**config.mk**
```make
export PLATFORM = sky130hd
export DESIGN_NAME = randomized_set_engine
export DESIGN_NICKNAME = d
export VERILOG_FILES = /design/src/hw/rtl/rse_pkg.sv /design/src/hw/rtl/rse_store.sv /design/src/hw/rtl/rse_modulo.sv /design/src/hw/rtl/rse_ctrl.sv /design/src/hw/rtl/randomized_set_engine.sv
export SDC_FILE = /design/constraint.sdc
export NUM_CORES = 2
export LEC_CHECK = 0
export BUFFER_PORTS_ARGS = -buffer_cell sky130_fd_sc_hd__buf_2
export CAP_MARGIN = 0
export CORE_ASPECT_RATIO = 1.75
export CORE_UTILIZATION = 25
export DETAILED_ROUTE_END_ITERATION = 16
export SYNTH_ARGS = -nofsm -noshare
export SYNTH_HDL_FRONTEND = slang
export SYNTH_SLANG_ARGS = --single-unit
```
**constraint.sdc**
```tcl
create_clock -name clock -period 5 [get_ports clock]
set_clock_uncertainty 0.1 [all_clocks]
set_input_delay 0.25 -clock clock [delete_from_list [all_inputs] [get_ports clock]]
set_output_delay 0.25 -clock clock [all_outputs]
set_load 0.02 [all_outputs]
```
**src/hw/rtl/rse_pkg.sv**
```systemverilog
// Shared types, codes and widths for the randomized set engine.
`timescale 1ns / 1ps

package rse_pkg;

   localparam int DEF_CAPACITY = 64;
   localparam int VALUE_W      = 32;
   localparam int RANDOM_W     = 16;
   localparam int LIVE_W       = 7;

   // operation codes
   localparam logic [1:0] OP_INSERT = 2'd0;
   localparam logic [1:0] OP_REMOVE = 2'd1;
   localparam logic [1:0] OP_SAMPLE = 2'd2;

   // status codes
   localparam logic [2:0] ST_DONE    = 3'd0;
   localparam logic [2:0] ST_PRESENT = 3'd1;
   localparam logic [2:0] ST_ABSENT  = 3'd2;
   localparam logic [2:0] ST_FULL    = 3'd3;
   localparam logic [2:0] ST_EMPTY   = 3'd4;

   typedef struct packed {
      logic [1:0]                 operation;
      logic signed [VALUE_W-1:0]  item_value;
      logic [RANDOM_W-1:0]        random_word;
   } req_type;

   typedef struct packed {
      logic [2:0]                 status;
      logic signed [VALUE_W-1:0]  sampled_value;
      logic [LIVE_W-1:0]          live_count;
   } rsp_type;

endpackage

```
**src/hw/rtl/rse_store.sv**
```systemverilog
// Element store: single-port-write, single-port-read memory, registered read data.
`timescale 1ns / 1ps

module rse_store #(
   parameter int CAPACITY = rse_pkg::DEF_CAPACITY
) (
   input  logic                                        clock,
   input  logic                                        wr_en,
   input  logic [(CAPACITY > 1 ? $clog2(CAPACITY) : 1)-1:0] wr_addr,
   input  logic [rse_pkg::VALUE_W-1:0]                 wr_data,
   input  logic                                        rd_en,
   input  logic [(CAPACITY > 1 ? $clog2(CAPACITY) : 1)-1:0] rd_addr,
   output logic [rse_pkg::VALUE_W-1:0]                 rd_data
);

   logic [rse_pkg::VALUE_W-1:0] mem [CAPACITY];
   logic [rse_pkg::VALUE_W-1:0] rd_data_ff;

   always_ff @(posedge clock) begin
      if (wr_en) begin
         mem[wr_addr] <= wr_data;
      end
   end

   always_ff @(posedge clock) begin
      if (rd_en) begin
         rd_data_ff <= mem[rd_addr];
      end
   end

   assign rd_data = rd_data_ff;

endmodule

```
**src/hw/rtl/rse_modulo.sv**
```systemverilog
// Restoring remainder unit: random word mod live count, one quotient bit per cycle.
`timescale 1ns / 1ps

module rse_modulo #(
   parameter int CAPACITY = rse_pkg::DEF_CAPACITY
) (
   input  logic                                    clock,
   input  logic                                    reset,
   input  logic                                    start,
   input  logic [rse_pkg::RANDOM_W-1:0]            dividend,
   input  logic [$clog2(CAPACITY+1)-1:0]           divisor,
   output logic                                    busy,
   output logic [$clog2(CAPACITY+1)-1:0]           remainder
);

   localparam int CNT_W  = $clog2(CAPACITY + 1);
   localparam int DVD_W  = rse_pkg::RANDOM_W;
   localparam int STEP_W = $clog2(DVD_W);

   logic              busy_ff, busy_in;
   logic [STEP_W-1:0] step_ff, step_in;
   logic [CNT_W-1:0]  rem_ff, rem_in;
   logic [DVD_W-1:0]  dvd_ff, dvd_in;
   logic [CNT_W-1:0]  dsr_ff, dsr_in;
   logic [CNT_W:0]    trial;
   logic [CNT_W:0]    diff;

   always_comb begin
      trial   = {rem_ff, dvd_ff[DVD_W-1]};
      diff    = trial - {1'b0, dsr_ff};
      busy_in = busy_ff;
      step_in = step_ff;
      rem_in  = rem_ff;
      dvd_in  = dvd_ff;
      dsr_in  = dsr_ff;
      if (start) begin
         busy_in = 1'b1;
         step_in = STEP_W'(DVD_W - 1);
         rem_in  = '0;
         dvd_in  = dividend;
         dsr_in  = divisor;
      end else if (busy_ff) begin
         // partial remainder stays below the divisor, so one subtract per bit
         rem_in = (trial >= {1'b0, dsr_ff}) ? diff[CNT_W-1:0] : trial[CNT_W-1:0];
         dvd_in = {dvd_ff[DVD_W-2:0], 1'b0};
         step_in = step_ff - 1'b1;
         if (step_ff == '0) begin
            busy_in = 1'b0;
         end
      end
   end

   always_ff @(posedge clock) begin
      if (reset) begin
         busy_ff <= 1'b0;
         step_ff <= '0;
      end else begin
         busy_ff <= busy_in;
         step_ff <= step_in;
      end
   end

   always_ff @(posedge clock) begin
      rem_ff <= rem_in;
      dvd_ff <= dvd_in;
      dsr_ff <= dsr_in;
   end

   assign busy      = busy_ff;
   assign remainder = rem_ff;

endmodule

```
**src/hw/rtl/rse_ctrl.sv**
```systemverilog
// Operation sequencer: search, append, move-last-into-hole and sample over the store.
`timescale 1ns / 1ps

module rse_ctrl #(
   parameter int CAPACITY = rse_pkg::DEF_CAPACITY
) (
   input  logic                                        clock,
   input  logic                                        reset,
   input  logic                                        req_valid,
   input  rse_pkg::req_type                            req_word,
   output logic                                        busy,
   input  logic                                        out_free,
   output logic                                        res_valid,
   output rse_pkg::rsp_type                            res_word,
   output logic [$clog2(CAPACITY+1)-1:0]               count,
   output logic                                        mem_rd_en,
   output logic [(CAPACITY > 1 ? $clog2(CAPACITY) : 1)-1:0] mem_rd_addr,
   input  logic [rse_pkg::VALUE_W-1:0]                 mem_rd_data,
   output logic                                        mem_wr_en,
   output logic [(CAPACITY > 1 ? $clog2(CAPACITY) : 1)-1:0] mem_wr_addr,
   output logic [rse_pkg::VALUE_W-1:0]                 mem_wr_data,
   output logic                                        div_start,
   output logic [rse_pkg::RANDOM_W-1:0]                div_dividend,
   output logic [$clog2(CAPACITY+1)-1:0]               div_divisor,
   input  logic                                        div_busy,
   input  logic [$clog2(CAPACITY+1)-1:0]               div_rem
);

   localparam int CNT_W  = $clog2(CAPACITY + 1);
   localparam int ADDR_W = CAPACITY > 1 ? $clog2(CAPACITY) : 1;

   localparam logic [2:0] S_IDLE    = 3'd0;
   localparam logic [2:0] S_SEARCH  = 3'd1;
   localparam logic [2:0] S_RD_LAST = 3'd2;
   localparam logic [2:0] S_MOVE    = 3'd3;
   localparam logic [2:0] S_DIV     = 3'd4;
   localparam logic [2:0] S_RD_SAMP = 3'd5;
   localparam logic [2:0] S_FINISH  = 3'd6;

   logic [2:0]                  state_ff, state_in;
   logic [CNT_W-1:0]            count_ff, count_in;
   logic [CNT_W-1:0]            scan_ff, scan_in;
   logic                        pend_ff, pend_in;
   logic [ADDR_W-1:0]           pend_idx_ff, pend_idx_in;
   logic [ADDR_W-1:0]           pos_ff, pos_in;
   logic [1:0]                  op_ff, op_in;
   logic [rse_pkg::VALUE_W-1:0] val_ff, val_in;
   logic [2:0]                  status_ff, status_in;
   logic [rse_pkg::VALUE_W-1:0] samp_ff, samp_in;
   logic [CNT_W-1:0]            last_idx;
   logic                        hit;

   always_comb begin
      state_in    = state_ff;
      count_in    = count_ff;
      scan_in     = scan_ff;
      pend_in     = 1'b0;
      pend_idx_in = pend_idx_ff;
      pos_in      = pos_ff;
      op_in       = op_ff;
      val_in      = val_ff;
      status_in   = status_ff;
      samp_in     = samp_ff;
      mem_rd_en   = 1'b0;
      mem_rd_addr = scan_ff[ADDR_W-1:0];
      mem_wr_en   = 1'b0;
      mem_wr_addr = count_ff[ADDR_W-1:0];
      mem_wr_data = val_ff;
      div_start   = 1'b0;
      res_valid   = 1'b0;
      last_idx    = count_ff - 1'b1;
      hit         = pend_ff && (mem_rd_data == val_ff);

      case (state_ff)
         S_IDLE: begin
            if (req_valid) begin
               op_in     = req_word.operation;
               val_in    = $unsigned(req_word.item_value);
               scan_in   = '0;
               status_in = rse_pkg::ST_DONE;
               samp_in   = '0;
               case (req_word.operation)
                  rse_pkg::OP_INSERT, rse_pkg::OP_REMOVE: begin
                     state_in = S_SEARCH;
                  end
                  rse_pkg::OP_SAMPLE: begin
                     if (count_ff == '0) begin
                        status_in = rse_pkg::ST_EMPTY;
                        state_in  = S_FINISH;
                     end else begin
                        div_start = 1'b1;
                        state_in  = S_DIV;
                     end
                  end
                  default: begin
                     state_in = S_FINISH;
                  end
               endcase
            end
         end
         S_SEARCH: begin
            // one read issued and one compare retired per cycle
            mem_rd_en   = scan_ff < count_ff;
            pend_in     = mem_rd_en;
            pend_idx_in = scan_ff[ADDR_W-1:0];
            if (mem_rd_en) begin
               scan_in = scan_ff + 1'b1;
            end
            if (hit) begin
               if (op_ff == rse_pkg::OP_INSERT) begin
                  status_in = rse_pkg::ST_PRESENT;
                  state_in  = S_FINISH;
               end else begin
                  pos_in   = pend_idx_ff;
                  state_in = S_RD_LAST;
               end
            end else if (!mem_rd_en && !pend_ff) begin
               state_in = S_FINISH;
               if (op_ff == rse_pkg::OP_INSERT) begin
                  if (count_ff >= CNT_W'(CAPACITY)) begin
                     status_in = rse_pkg::ST_FULL;
                  end else begin
                     mem_wr_en = 1'b1;
                     count_in  = count_ff + 1'b1;
                  end
               end else begin
                  status_in = rse_pkg::ST_ABSENT;
               end
            end
         end
         S_RD_LAST: begin
            mem_rd_en   = 1'b1;
            mem_rd_addr = last_idx[ADDR_W-1:0];
            state_in    = S_MOVE;
         end
         S_MOVE: begin
            mem_wr_en   = 1'b1;
            mem_wr_addr = pos_ff;
            mem_wr_data = mem_rd_data;
            count_in    = count_ff - 1'b1;
            state_in    = S_FINISH;
         end
         S_DIV: begin
            if (!div_busy) begin
               mem_rd_en   = 1'b1;
               mem_rd_addr = div_rem[ADDR_W-1:0];
               state_in    = S_RD_SAMP;
            end
         end
         S_RD_SAMP: begin
            samp_in  = mem_rd_data;
            state_in = S_FINISH;
         end
         S_FINISH: begin
            res_valid = 1'b1;
            if (out_free) begin
               state_in = S_IDLE;
            end
         end
         default: begin
            state_in = S_IDLE;
         end
      endcase
   end

   always_ff @(posedge clock) begin
      if (reset) begin
         state_ff <= S_IDLE;
         count_ff <= '0;
         pend_ff  <= 1'b0;
      end else begin
         state_ff <= state_in;
         count_ff <= count_in;
         pend_ff  <= pend_in;
      end
   end

   always_ff @(posedge clock) begin
      scan_ff     <= scan_in;
      pend_idx_ff <= pend_idx_in;
      pos_ff      <= pos_in;
      op_ff       <= op_in;
      val_ff      <= val_in;
      status_ff   <= status_in;
      samp_ff     <= samp_in;
   end

   assign busy                   = state_ff != S_IDLE;
   assign count                  = count_ff;
   assign div_dividend           = req_word.random_word;
   assign div_divisor            = count_ff;
   assign res_word.status        = status_ff;
   assign res_word.sampled_value = $signed(samp_ff);
   assign res_word.live_count    = rse_pkg::LIVE_W'(count_ff);

endmodule

```
**src/hw/rtl/randomized_set_engine.sv**
```systemverilog
// Top level of the randomized set engine: sequencer, store, remainder unit, result register.
`timescale 1ns / 1ps

// Randomized set engine. Holds up to CAPACITY distinct signed 32-bit values packed
// densely in one synchronous memory, plus a live count. Each request word carries an
// operation: insert appends the value unless it is already present (status present) or
// the store is full (status full, presence checked first); remove finds the value, copies
// the last live entry into its slot and drops the count (status not present if absent);
// sample returns the live entry at index random_word mod count (status empty and value
// zero when the set is empty). Unused opcodes complete as a no-op with status done. Every
// request yields exactly one response word with the count after the operation, truncated
// to 7 bits. One request is in flight at a time: req_stall is high from acceptance until
// the response is loaded into the output register, which then waits for the consumer
// while the next request is accepted. Timing is set by the single memory read port:
// insert and remove scan the live entries one per cycle; a remove hit then reads the last
// entry and writes it into the hole. Sample runs a 16-step restoring remainder plus a
// memory read. The store needs no clearing after reset; only entries below the count are
// ever read.
module randomized_set_engine #(
   parameter int CAPACITY = rse_pkg::DEF_CAPACITY
) (
   input  logic             clock,
   input  logic             reset,
   input  logic             req_valid,
   output logic             req_stall,
   input  rse_pkg::req_type req_word,
   output logic             rsp_valid,
   input  logic             rsp_stall,
   output rse_pkg::rsp_type rsp_word
);

   localparam int CNT_W  = $clog2(CAPACITY + 1);
   localparam int ADDR_W = CAPACITY > 1 ? $clog2(CAPACITY) : 1;

   logic                         busy;
   logic                         out_free;
   logic                         res_valid;
   rse_pkg::rsp_type             res_word;
   logic [CNT_W-1:0]             count;
   logic                         mem_rd_en;
   logic [ADDR_W-1:0]            mem_rd_addr;
   logic [rse_pkg::VALUE_W-1:0]  mem_rd_data;
   logic                         mem_wr_en;
   logic [ADDR_W-1:0]            mem_wr_addr;
   logic [rse_pkg::VALUE_W-1:0]  mem_wr_data;
   logic                         div_start;
   logic [rse_pkg::RANDOM_W-1:0] div_dividend;
   logic [CNT_W-1:0]             div_divisor;
   logic                         div_busy;
   logic [CNT_W-1:0]             div_rem;

   // output register: parts the sequencer from a stalled consumer
   logic             rsp_valid_ff, rsp_valid_in;
   rse_pkg::rsp_type rsp_word_ff;
   logic             load;

   rse_ctrl #(
      .CAPACITY (CAPACITY)
   ) u_ctrl (
      .clock        (clock),
      .reset        (reset),
      .req_valid    (req_valid),
      .req_word     (req_word),
      .busy         (busy),
      .out_free     (out_free),
      .res_valid    (res_valid),
      .res_word     (res_word),
      .count        (count),
      .mem_rd_en    (mem_rd_en),
      .mem_rd_addr  (mem_rd_addr),
      .mem_rd_data  (mem_rd_data),
      .mem_wr_en    (mem_wr_en),
      .mem_wr_addr  (mem_wr_addr),
      .mem_wr_data  (mem_wr_data),
      .div_start    (div_start),
      .div_dividend (div_dividend),
      .div_divisor  (div_divisor),
      .div_busy     (div_busy),
      .div_rem      (div_rem)
   );

   // reads and writes never touch the same entry in one cycle: each write happens in a
   // state that issues no read, and the read it depends on completed the cycle before
   rse_store #(
      .CAPACITY (CAPACITY)
   ) u_store (
      .clock   (clock),
      .wr_en   (mem_wr_en),
      .wr_addr (mem_wr_addr),
      .wr_data (mem_wr_data),
      .rd_en   (mem_rd_en),
      .rd_addr (mem_rd_addr),
      .rd_data (mem_rd_data)
   );

   rse_modulo #(
      .CAPACITY (CAPACITY)
   ) u_modulo (
      .clock     (clock),
      .reset     (reset),
      .start     (div_start),
      .dividend  (div_dividend),
      .divisor   (div_divisor),
      .busy      (div_busy),
      .remainder (div_rem)
   );

   assign out_free = !rsp_valid_ff || !rsp_stall;
   assign load     = res_valid && out_free;

   always_comb begin
      rsp_valid_in = rsp_valid_ff && rsp_stall;
      if (load) begin
         rsp_valid_in = 1'b1;
      end
   end

   always_ff @(posedge clock) begin
      if (reset) begin
         rsp_valid_ff <= 1'b0;
      end else begin
         rsp_valid_ff <= rsp_valid_in;
      end
   end

   always_ff @(posedge clock) begin
      if (load) begin
         rsp_word_ff <= res_word;
      end
   end

   assign req_stall = busy;
   assign rsp_valid = rsp_valid_ff;
   assign rsp_word  = rsp_word_ff;

   // an accepted request always leaves the sequencer busy in the following cycle
   a_accept_busy: assert property (@(posedge clock) disable iff (reset)
      (req_valid && !req_stall) |=> req_stall)
      else $error("request accepted but sequencer not busy");

   a_count_bound: assert property (@(posedge clock) disable iff (reset)
      count <= CNT_W'(CAPACITY))
      else $error("live count above capacity");

   a_full_count: assert property (@(posedge clock) disable iff (reset)
      (rsp_valid && rsp_word.status == rse_pkg::ST_FULL) |->
         (rsp_word.live_count == rse_pkg::LIVE_W'(CAPACITY)))
      else $error("full reported with free entries");

   a_value_zero: assert property (@(posedge clock) disable iff (reset)
      (rsp_valid && rsp_word.status != rse_pkg::ST_DONE) |-> (rsp_word.sampled_value == '0))
      else $error("error response carries a sampled value");

endmodule
```
After elaboration in Yosys (flattened, before gate mapping)
Memory sizes are Yosys's and may differ from the RTL's. A register that Yosys moved wholly into a read port is not among the register bits.
Index checks and enable logic that the tools add are counted.
- flip-flop bits (word level): 177
- bits in writable memories: 2048
- output and inout port bits: 44
- logic and storage cells: 134
- memories: 1
- memories (name ; depth ; bits a word ; rd ports ; clocked after memory_dff ; wr ports ; line ; text):
    u_store.mem ; 64 ; 32 ; 1 ; 1 ; 1 ; rse_store.sv:16 ; logic [rse_pkg::VALUE_W-1:0] mem [CAPACITY];
- add/sub/neg operators: 5
- magnitude comparators: 3
- equality and inequality tests: 20
- mux-type cells: 55
- bitwise operators: 2
- reduce and logical (&&, ||, !) cells: 29
- operators with widths (kind ; number):
    $mux W32 ; 2
    $pmux W32 S2 ; 1
    $mux W7 ; 7
    $mux W3 ; 14
    $eq A32 B32 Y1 ; 1
    $mux W16 ; 2
    $pmux W7 S2 ; 2
    $pmux W3 S6 ; 1
    $mux W1 ; 16
    $add A7 B1 Y7 const B ; 2
    $mux W6 ; 2
    $pmux W3 S2 ; 2
    $pmux W6 S2 ; 1
    $ne A2 B2 Y1 const B ; 5
    $reduce_and A5 Y1 ; 2
    $eq A3 B3 Y1 const B ; 3
    $ge A8 B7 Y1 ; 1
    $mux W4 ; 2
    $reduce_bool A2 Y1 ; 4
    $ge A7 B7 Y1 const B ; 1
    $logic_not A7 Y1 ; 1
    $lt A7 B7 Y1 ; 1
    $sub A7 B1 Y7 const B ; 1
    $sub A7 B7 Y7 ; 1
    24 further kinds ; 39

Longest topological paths before layout
- depth in word-level cells: 8
- gate-level depth with buffers: 14

Cells and area by module
A second synthesis with hierarchy kept.
- cells, all modules: 4012
- area, all modules: 87064.8 µm²
- by module, submodules not included (module ; instances ; cells each ; area each (µm²) ; sequential area each (µm²)):
    rse_store ; 1 ; 3324 ; 78835.6 ; 62459.9
    rse_ctrl ; 1 ; 485 ; 5089.9 ; 2862.7
    rse_modulo ; 1 ; 156 ; 1839.3 ; 930.9
    randomized_set_engine ; 1 ; 47 ; 1300.0 ; 1281.2

Least setup slack after synthesis
Ideal clock, no wire load.
- path type: register to register
- from: reg u_ctrl.count_ff[2], in the netlist u_ctrl.count[2]
- to: mem u_store.mem[55][0] (netlist name) (enable)
- setup time: 0.461 ns
- arrival: 4.604 ns
- required time: 4.439 ns
- slack: -0.164 ns
- stages on the path, launching flop included: 11
- cells stage by stage: dfxtp_1 -> clkbuf_1 -> clkinv_1 -> ha_1 -> a21oi_1 -> o21a_1 -> nor4_1 -> clkbuf_1 -> a31oi_1 -> clkbuf_1 -> nor3_1
- cells in the longest elaborated chain, start to end: 8
- elaborated cells between the ends (all ways): 12
- RTL lines (element ; line ; text):
    start: declaration ; rse_ctrl.sv:41 ; logic [CNT_W-1:0] count_ff, count_in;
    start signal: assignment ; rse_ctrl.sv:173 ; count_ff <= count_in;
    $ge A7 B7 Y1 or $lt A7 B7 Y1 (tied branches) ; rse_ctrl.sv:120, rse_ctrl.sv:103 ;
    $mux W1 or $logic_not A1 Y1 (tied branches) ; rse_ctrl.sv:120, rse_ctrl.sv:117 ;
    $mux W1 or $logic_and A1 B1 Y1 (tied branches) ; rse_ctrl.sv:119, rse_ctrl.sv:117 ;
    $mux W1 ; rse_ctrl.sv:117 ; end else if (!mem_rd_en && !pend_ff) begin
    $mux W1 ; rse_ctrl.sv:109 ; if (hit) begin
    $pmux W1 S2 ; rse_ctrl.sv:74 ; case (state_ff)
    $mux W1 ; rse_store.sv:20 ; if (wr_en) begin
    $mux W1 (implied by the code) ; rse_store.sv:21 ; mem[wr_addr] <= wr_data;
    end: declaration ; rse_store.sv:16 ;
Parallel ways exist; a longest one is shown, timed or not.

Worst setup path in the final report
- from: reg u_ctrl.count_ff[1], in the netlist u_ctrl.count[1]
- to: reg u_store.rd_data_ff (netlist bit u_store.rd_data[29]), read port of u_store.mem, data pin
- cells in the longest elaborated chain, start to end: 2
- elaborated cells between the ends (all ways): 4
- RTL lines (element ; line ; text):
    $sub A7 B1 Y7 or $lt A7 B7 Y1 (tied branches) ; n/a ;
    $pmux W6 S2 or $pmux W1 S3 (tied branches) ; rse_ctrl.sv:74 ;
    end: declaration ; rse_store.sv:17 ; logic [rse_pkg::VALUE_W-1:0] rd_data_ff;
Parallel ways exist; a longest one is shown, timed or not.
A chain may end at the register's enable or synchronous reset.

==> flow_summary.html <==
<table>
<tr><th>Metric</th><th>Value</th></tr>
<tr><th colspan="2">Run status</th></tr>
<tr><td>Outcome</td><td>completed</td></tr>
<tr><th colspan="2">Power</th></tr>
<tr><td>Net switching component of the power</td><td>33580 uW</td></tr>
<tr><td>Int Power</td><td>42870 uW</td></tr>
<tr><td>Overall Power</td><td>76440 uW</td></tr>
<tr><td>Leak pwr</td><td>0.03444 uW</td></tr>
<tr><td>Combinational Power Share</td><td>47.7%</td></tr>
<tr><td>Worst IR Drop VDD</td><td>0.0008352 V</td></tr>
<tr><td>Clock Power Share</td><td>19.9%</td></tr>
<tr><td>Power density normalized to cell area</td><td>730.2 mW/mm^2</td></tr>
<tr><td>Sequential power share</td><td>32.4%</td></tr>
<tr><td>Switching share of power</td><td>43.92%</td></tr>
<tr><th colspan="2">CTS</th></tr>
<tr><td>Sinks on the clock net</td><td>2257</td></tr>
<tr><td>Latest clock arrival within the worst-skew pair</td><td>870 ps</td></tr>
<tr><td>Post-CTS sizing</td><td>0</td></tr>
<tr><td>Maximum count of clock buffers along a single path</td><td>4</td></tr>
<tr><td>CTS clk-pin slew, worst paths</td><td>80 ps</td></tr>
<tr><td>TritonCTS clock tree</td><td>yes</td></tr>
<tr><td>Root cell of the clock tree</td><td>sky130_fd_sc_hd__clkbuf_16</td></tr>
<tr><td>Num CTS Buffers</td><td>185</td></tr>
<tr><td>Post-CTS setup-driven buffer insertion count</td><td>0</td></tr>
<tr><td>Total number of H-tree levels</td><td>4</td></tr>
<tr><th colspan="2">Finish</th></tr>
<tr><td>Most common library cell in the layout ignoring fill and taps</td><td>sky130_fd_sc_hd__edfxtp_1</td></tr>
<tr><td>Final Util</td><td>29.35%</td></tr>
<tr><td>Final nets</td><td>6607</td></tr>
<tr><td>Most frequent cells in the layout</td><td>2233 x sky130_fd_sc_hd__edfxtp_1, 1479 x sky130_fd_sc_hd__nand2_1, 602 x sky130_fd_sc_hd__nand3_1</td></tr>
<tr><td>Ratio of cells with drive above 1 in the final layout</td><td>11.99%</td></tr>
<tr><td>Number of fill cells in the layout</td><td>35270</td></tr>
<tr><td>Area added between synthesis and finish</td><td>16.76%</td></tr>
<tr><th colspan="2">Drt</th></tr>
<tr><td>Iteration-0 DRC count of the detailed router</td><td>5792</td></tr>
<tr><td>Detail-routed net length per standard cell</td><td>25.32 um</td></tr>
<tr><td>Count of TritonRoute iterations in the first routing pass</td><td>6</td></tr>
<tr><td>Total vias in the final route</td><td>56690</td></tr>
<tr><td>Total detailed-routing wirelength</td><td>287400 um</td></tr>
<tr><td>Number of routed nets with antenna violations</td><td>0</td></tr>
<tr><td>DRC violations left</td><td>0</td></tr>
<tr><td>Vias per Instance</td><td>4.995</td></tr>
<tr><th colspan="2">Worst setup path</th></tr>
<tr><td>Critical path startpoint category</td><td>register</td></tr>
<tr><td>Crit Reg-Reg Startpoint</td><td>u_ctrl.count[1]$_SDFFE_PP0P_</td></tr>
<tr><td>R2R setup slack</td><td>140 ps</td></tr>
<tr><td>Reg2reg end</td><td>u_store.rd_data[29]$_DFFE_PP_</td></tr>
<tr><td>CP Max Fanout</td><td>83</td></tr>
<tr><td>Required @ worst endpoint</td><td>5630 ps</td></tr>
<tr><td>Capture point of the critical path</td><td>u_store.rd_data[29]$_DFFE_PP_</td></tr>
<tr><td>Crit path DAT</td><td>5480 ps</td></tr>
<tr><td>Critical Setup Path Class</td><td>register to register</td></tr>
<tr><td>Source of the critical timing path</td><td>u_ctrl.count[1]$_SDFFE_PP0P_</td></tr>
<tr><td>Endpoint kind of the worst setup timing path</td><td>register</td></tr>
<tr><td>Count of cells along the worst register-to-register path</td><td>12</td></tr>
<tr><th colspan="2">Timing</th></tr>
<tr><td>RSZ-0062 raised after global routing</td><td>no</td></tr>
<tr><td>Final hold slack</td><td>30.53 ps</td></tr>
<tr><td>Max transition margin</td><td>4.838%</td></tr>
<tr><td>Final-report hold violation count</td><td>0</td></tr>
<tr><td>Highest clock rate</td><td>205.9 MHz</td></tr>
<tr><td>Actual slew at the worst max-slew pin</td><td>1427 ps</td></tr>
<tr><td>Period utilisation layout</td><td>97.11%</td></tr>
<tr><td>Time the worst path needs with I/O delays and setup</td><td>4856 ps</td></tr>
<tr><td>Final setup violation count</td><td>0</td></tr>
<tr><td>Final Worst Setup Slack</td><td>144.4 ps</td></tr>
<tr><td>Final Slew Violations</td><td>0</td></tr>
<tr><th colspan="2">Global route</th></tr>
<tr><td>Largest net degree at the start of global routing</td><td>131</td></tr>
<tr><td>Total overflow reported by the global router</td><td>0</td></tr>
<tr><td>Number of antenna violations at the first check in global routing</td><td>4</td></tr>
<tr><td>Global-route wire length before repair</td><td>406100 um</td></tr>
<tr><td>Aggregate global-route resource usage</td><td>15.36%</td></tr>
<tr><td>Vias in the first global route</td><td>56190</td></tr>
<tr><th colspan="2">Min path</th></tr>
<tr><td>Tightest Hold Check Type</td><td>primary input to register</td></tr>
<tr><th colspan="2">Die</th></tr>
<tr><td>Core Region</td><td>0.3567 mm^2</td></tr>
<tr><td>Number of rows created at floorplan</td><td>290</td></tr>
<tr><td>Die height</td><td>794.2 um</td></tr>
<tr><td>Initial cell density of the core</td><td>25.14%</td></tr>
<tr><td>Area enclosed by the die boundary</td><td>0.3611 mm^2</td></tr>
<tr><td>Num ports</td><td>98</td></tr>
<tr><td>Die width</td><td>454.7 um</td></tr>
<tr><th colspan="2">Synthesis</th></tr>
<tr><td>Synth async-reset ratio</td><td>0%</td></tr>
<tr><td>Instance count of the mapped netlist</td><td>6322</td></tr>
<tr><td>Count of flip-flops with a built-in enable after synthesis</td><td>2233</td></tr>
<tr><td>Synth Flop Type</td><td>sky130_fd_sc_hd__edfxtp_1</td></tr>
<tr><td>Synthesized Nets</td><td>6394</td></tr>
<tr><td>Count of synthesis-stage warnings from yosys</td><td>0</td></tr>
<tr><td>Mean post-synth cell area</td><td>14.18 um^2</td></tr>
<tr><td>Post-synthesis register bit count</td><td>2257</td></tr>
<tr><td>Portion of the post-synthesis area used by sequential elements</td><td>75.32%</td></tr>
<tr><td>Count of different cell masters after synthesis</td><td>87</td></tr>
<tr><td>Post-Syn Area</td><td>0.08966 mm^2</td></tr>
<tr><th colspan="2">Placed design</th></tr>
<tr><td>HPWL reported at the end of detailed placement</td><td>174400 um</td></tr>
<tr><td>Final weighted congestion in routability-driven placement</td><td>0.8944</td></tr>
<tr><td>Buffers on Ports</td><td>97</td></tr>
<tr><td>Setup slack after placement</td><td>255.4 ps</td></tr>
<tr><th colspan="2">Job</th></tr>
<tr><td>Number of maximum-capacitance violations</td><td>0</td></tr>
</table>
## final cells by class
| type | count | area [um^2] | area share (%) |
|---|---|---|---|
| Antenna cell | 2 | 5.005 | 0.004781 |
| Clock buffer | 215 | 4827 | 4.611 |
| Clock inverter | 111 | 1279 | 1.221 |
| Inverter | 37 | 138.9 | 0.1327 |
| Multi-Input combinational cell | 3612 | 20720 | 19.79 |
| Sequential cell | 2257 | 67540 | 64.51 |
| Tap cell | 4672 | 5846 | 5.584 |
| Timing Repair Buffer | 442 | 4339 | 4.145 |
## worst max-delay path: stages (launching register included)
cell and delay, ps:
sky130_fd_sc_hd__dfxtp_1 550, sky130_fd_sc_hd__inv_1 230, sky130_fd_sc_hd__ha_1 420, sky130_fd_sc_hd__nor2_1 90
sky130_fd_sc_hd__mux2_2 340, sky130_fd_sc_hd__nor3_4 590, sky130_fd_sc_hd__buf_12 330, sky130_fd_sc_hd__buf_4 320
sky130_fd_sc_hd__nand2_1 80, sky130_fd_sc_hd__a32oi_1 200, sky130_fd_sc_hd__a31oi_1 110, sky130_fd_sc_hd__a211oi_1 920
sky130_fd_sc_hd__a211o_1 240
## Yosys cell counts (54+ instances only)
library cell                   n  area share [%]
sky130_fd_sc_hd__edfxtp_1   2233              75
sky130_fd_sc_hd__nand2_1    1513             6.3
sky130_fd_sc_hd__nand3_1     603             3.4
sky130_fd_sc_hd__mux2i_1     219             2.4
sky130_fd_sc_hd__buf_2       174            0.97
sky130_fd_sc_hd__and3_1      169             1.2
sky130_fd_sc_hd__clkbuf_1    167            0.70
sky130_fd_sc_hd__a211oi_1    135             1.1
sky130_fd_sc_hd__a32oi_1      99            0.97
sky130_fd_sc_hd__nor2_1       92            0.39
sky130_fd_sc_hd__a31oi_1      91            0.63
sky130_fd_sc_hd__nand4_1      87            0.61
sky130_fd_sc_hd__a311oi_1     83            0.81
sky130_fd_sc_hd__a2111oi_0    65            0.63
sky130_fd_sc_hd__nor3_1       54            0.30
## registers in the layout (all words and copies together) (netlist names), 7 cells and up
name / cells
u_store.mem: 2048
rsp_word: 42
u_ctrl.samp_ff: 32
u_ctrl.val_ff: 32
u_store.rd_data: 32
u_modulo.dvd_ff: 16
u_ctrl.count: 7
u_ctrl.scan_ff: 7
u_modulo.dsr_ff: 7
u_modulo.remainder: 7
## power by group through the flow
stage | Combinational [uW] | Clock (uW) | Sequential (uW)
final | 36500 | 15200 | 24700
after global routing | 38400 | 15900 | 24800
after CTS | 36100 | 15400 | 24700
after detailed placement | 35900 | 0 | 25200
after global placement | 35700 | 0 | 25100
after floorplan | 21200 | 0 | 24700
## through the flow
step | cells | area [um^2] | TNS, ps
after floorplan | 6322 | 89660 | -105220
after global placement | 10960 | 97930 | 0
after detailed placement | 10960 | 97930 | 0
after CTS | 11350 | 104700 | 0
after global routing | 11350 | 104700 | 0
final | 11350 | 104700 | 0
## routing by layer
layer,wire length (um),global-route usage [%]
met4,19150,9.321
met1,97840,16.40
met3,17700,1.660
met5,0,0
met2,152700,28.61
## cell families (layout without fill, tap and decap cells)
family	after synthesis	after routing	synth area share [%]
AO/OA/AOI/OAI	704	704	6.132
flip-flops	2257	2257	75.32
other	0	2	0
AND/OR/NAND/NOR	2613	2613	12.93
multiplexers	227	227	2.570
adder cells (fa/ha/maj)	18	18	0.2596
XOR/XNOR	50	50	0.4884
buffers and inverters	453	805	2.303
## worst min-delay path by stage
| stage | from | endpoint | slack, ps | cells past startpoint |
|---|---|---|---|---|
| 5_1_grt | req_word[31] | u_ctrl.val_ff[15]$_DFFE_PP_ | 30 | 2 |
| 2_1_floorplan | req_word[48] | u_ctrl.op_ff[0]$_DFFE_PP_ | 250 | 0 |
| 4_1_cts | req_word[29] | u_ctrl.val_ff[13]$_DFFE_PP_ | 0.2 | 2 |
| 3_5_place_dp | u_ctrl.samp_ff[25]$_SDFFCE_PN0P_ | rsp_word[32]$_DFFE_PP_ | 300 | 0 |
| 6_report | req_word[25] | u_ctrl.val_ff[9]$_DFFE_PP_ | 30 | 2 |
| 3_3_place_gp | u_ctrl.pend_idx_ff[2]$_DFFE_PP_ | u_ctrl.pos_ff[2]$_DFFE_PP_ | 310 | 0 |
## repair_timing
action	4_1_cts	5_1_grt
endpoints found under the setup margin	0	0
hold buffers	65	0
endpoints found under the hold margin	80	0
Power figures use the tool's default switching activity.
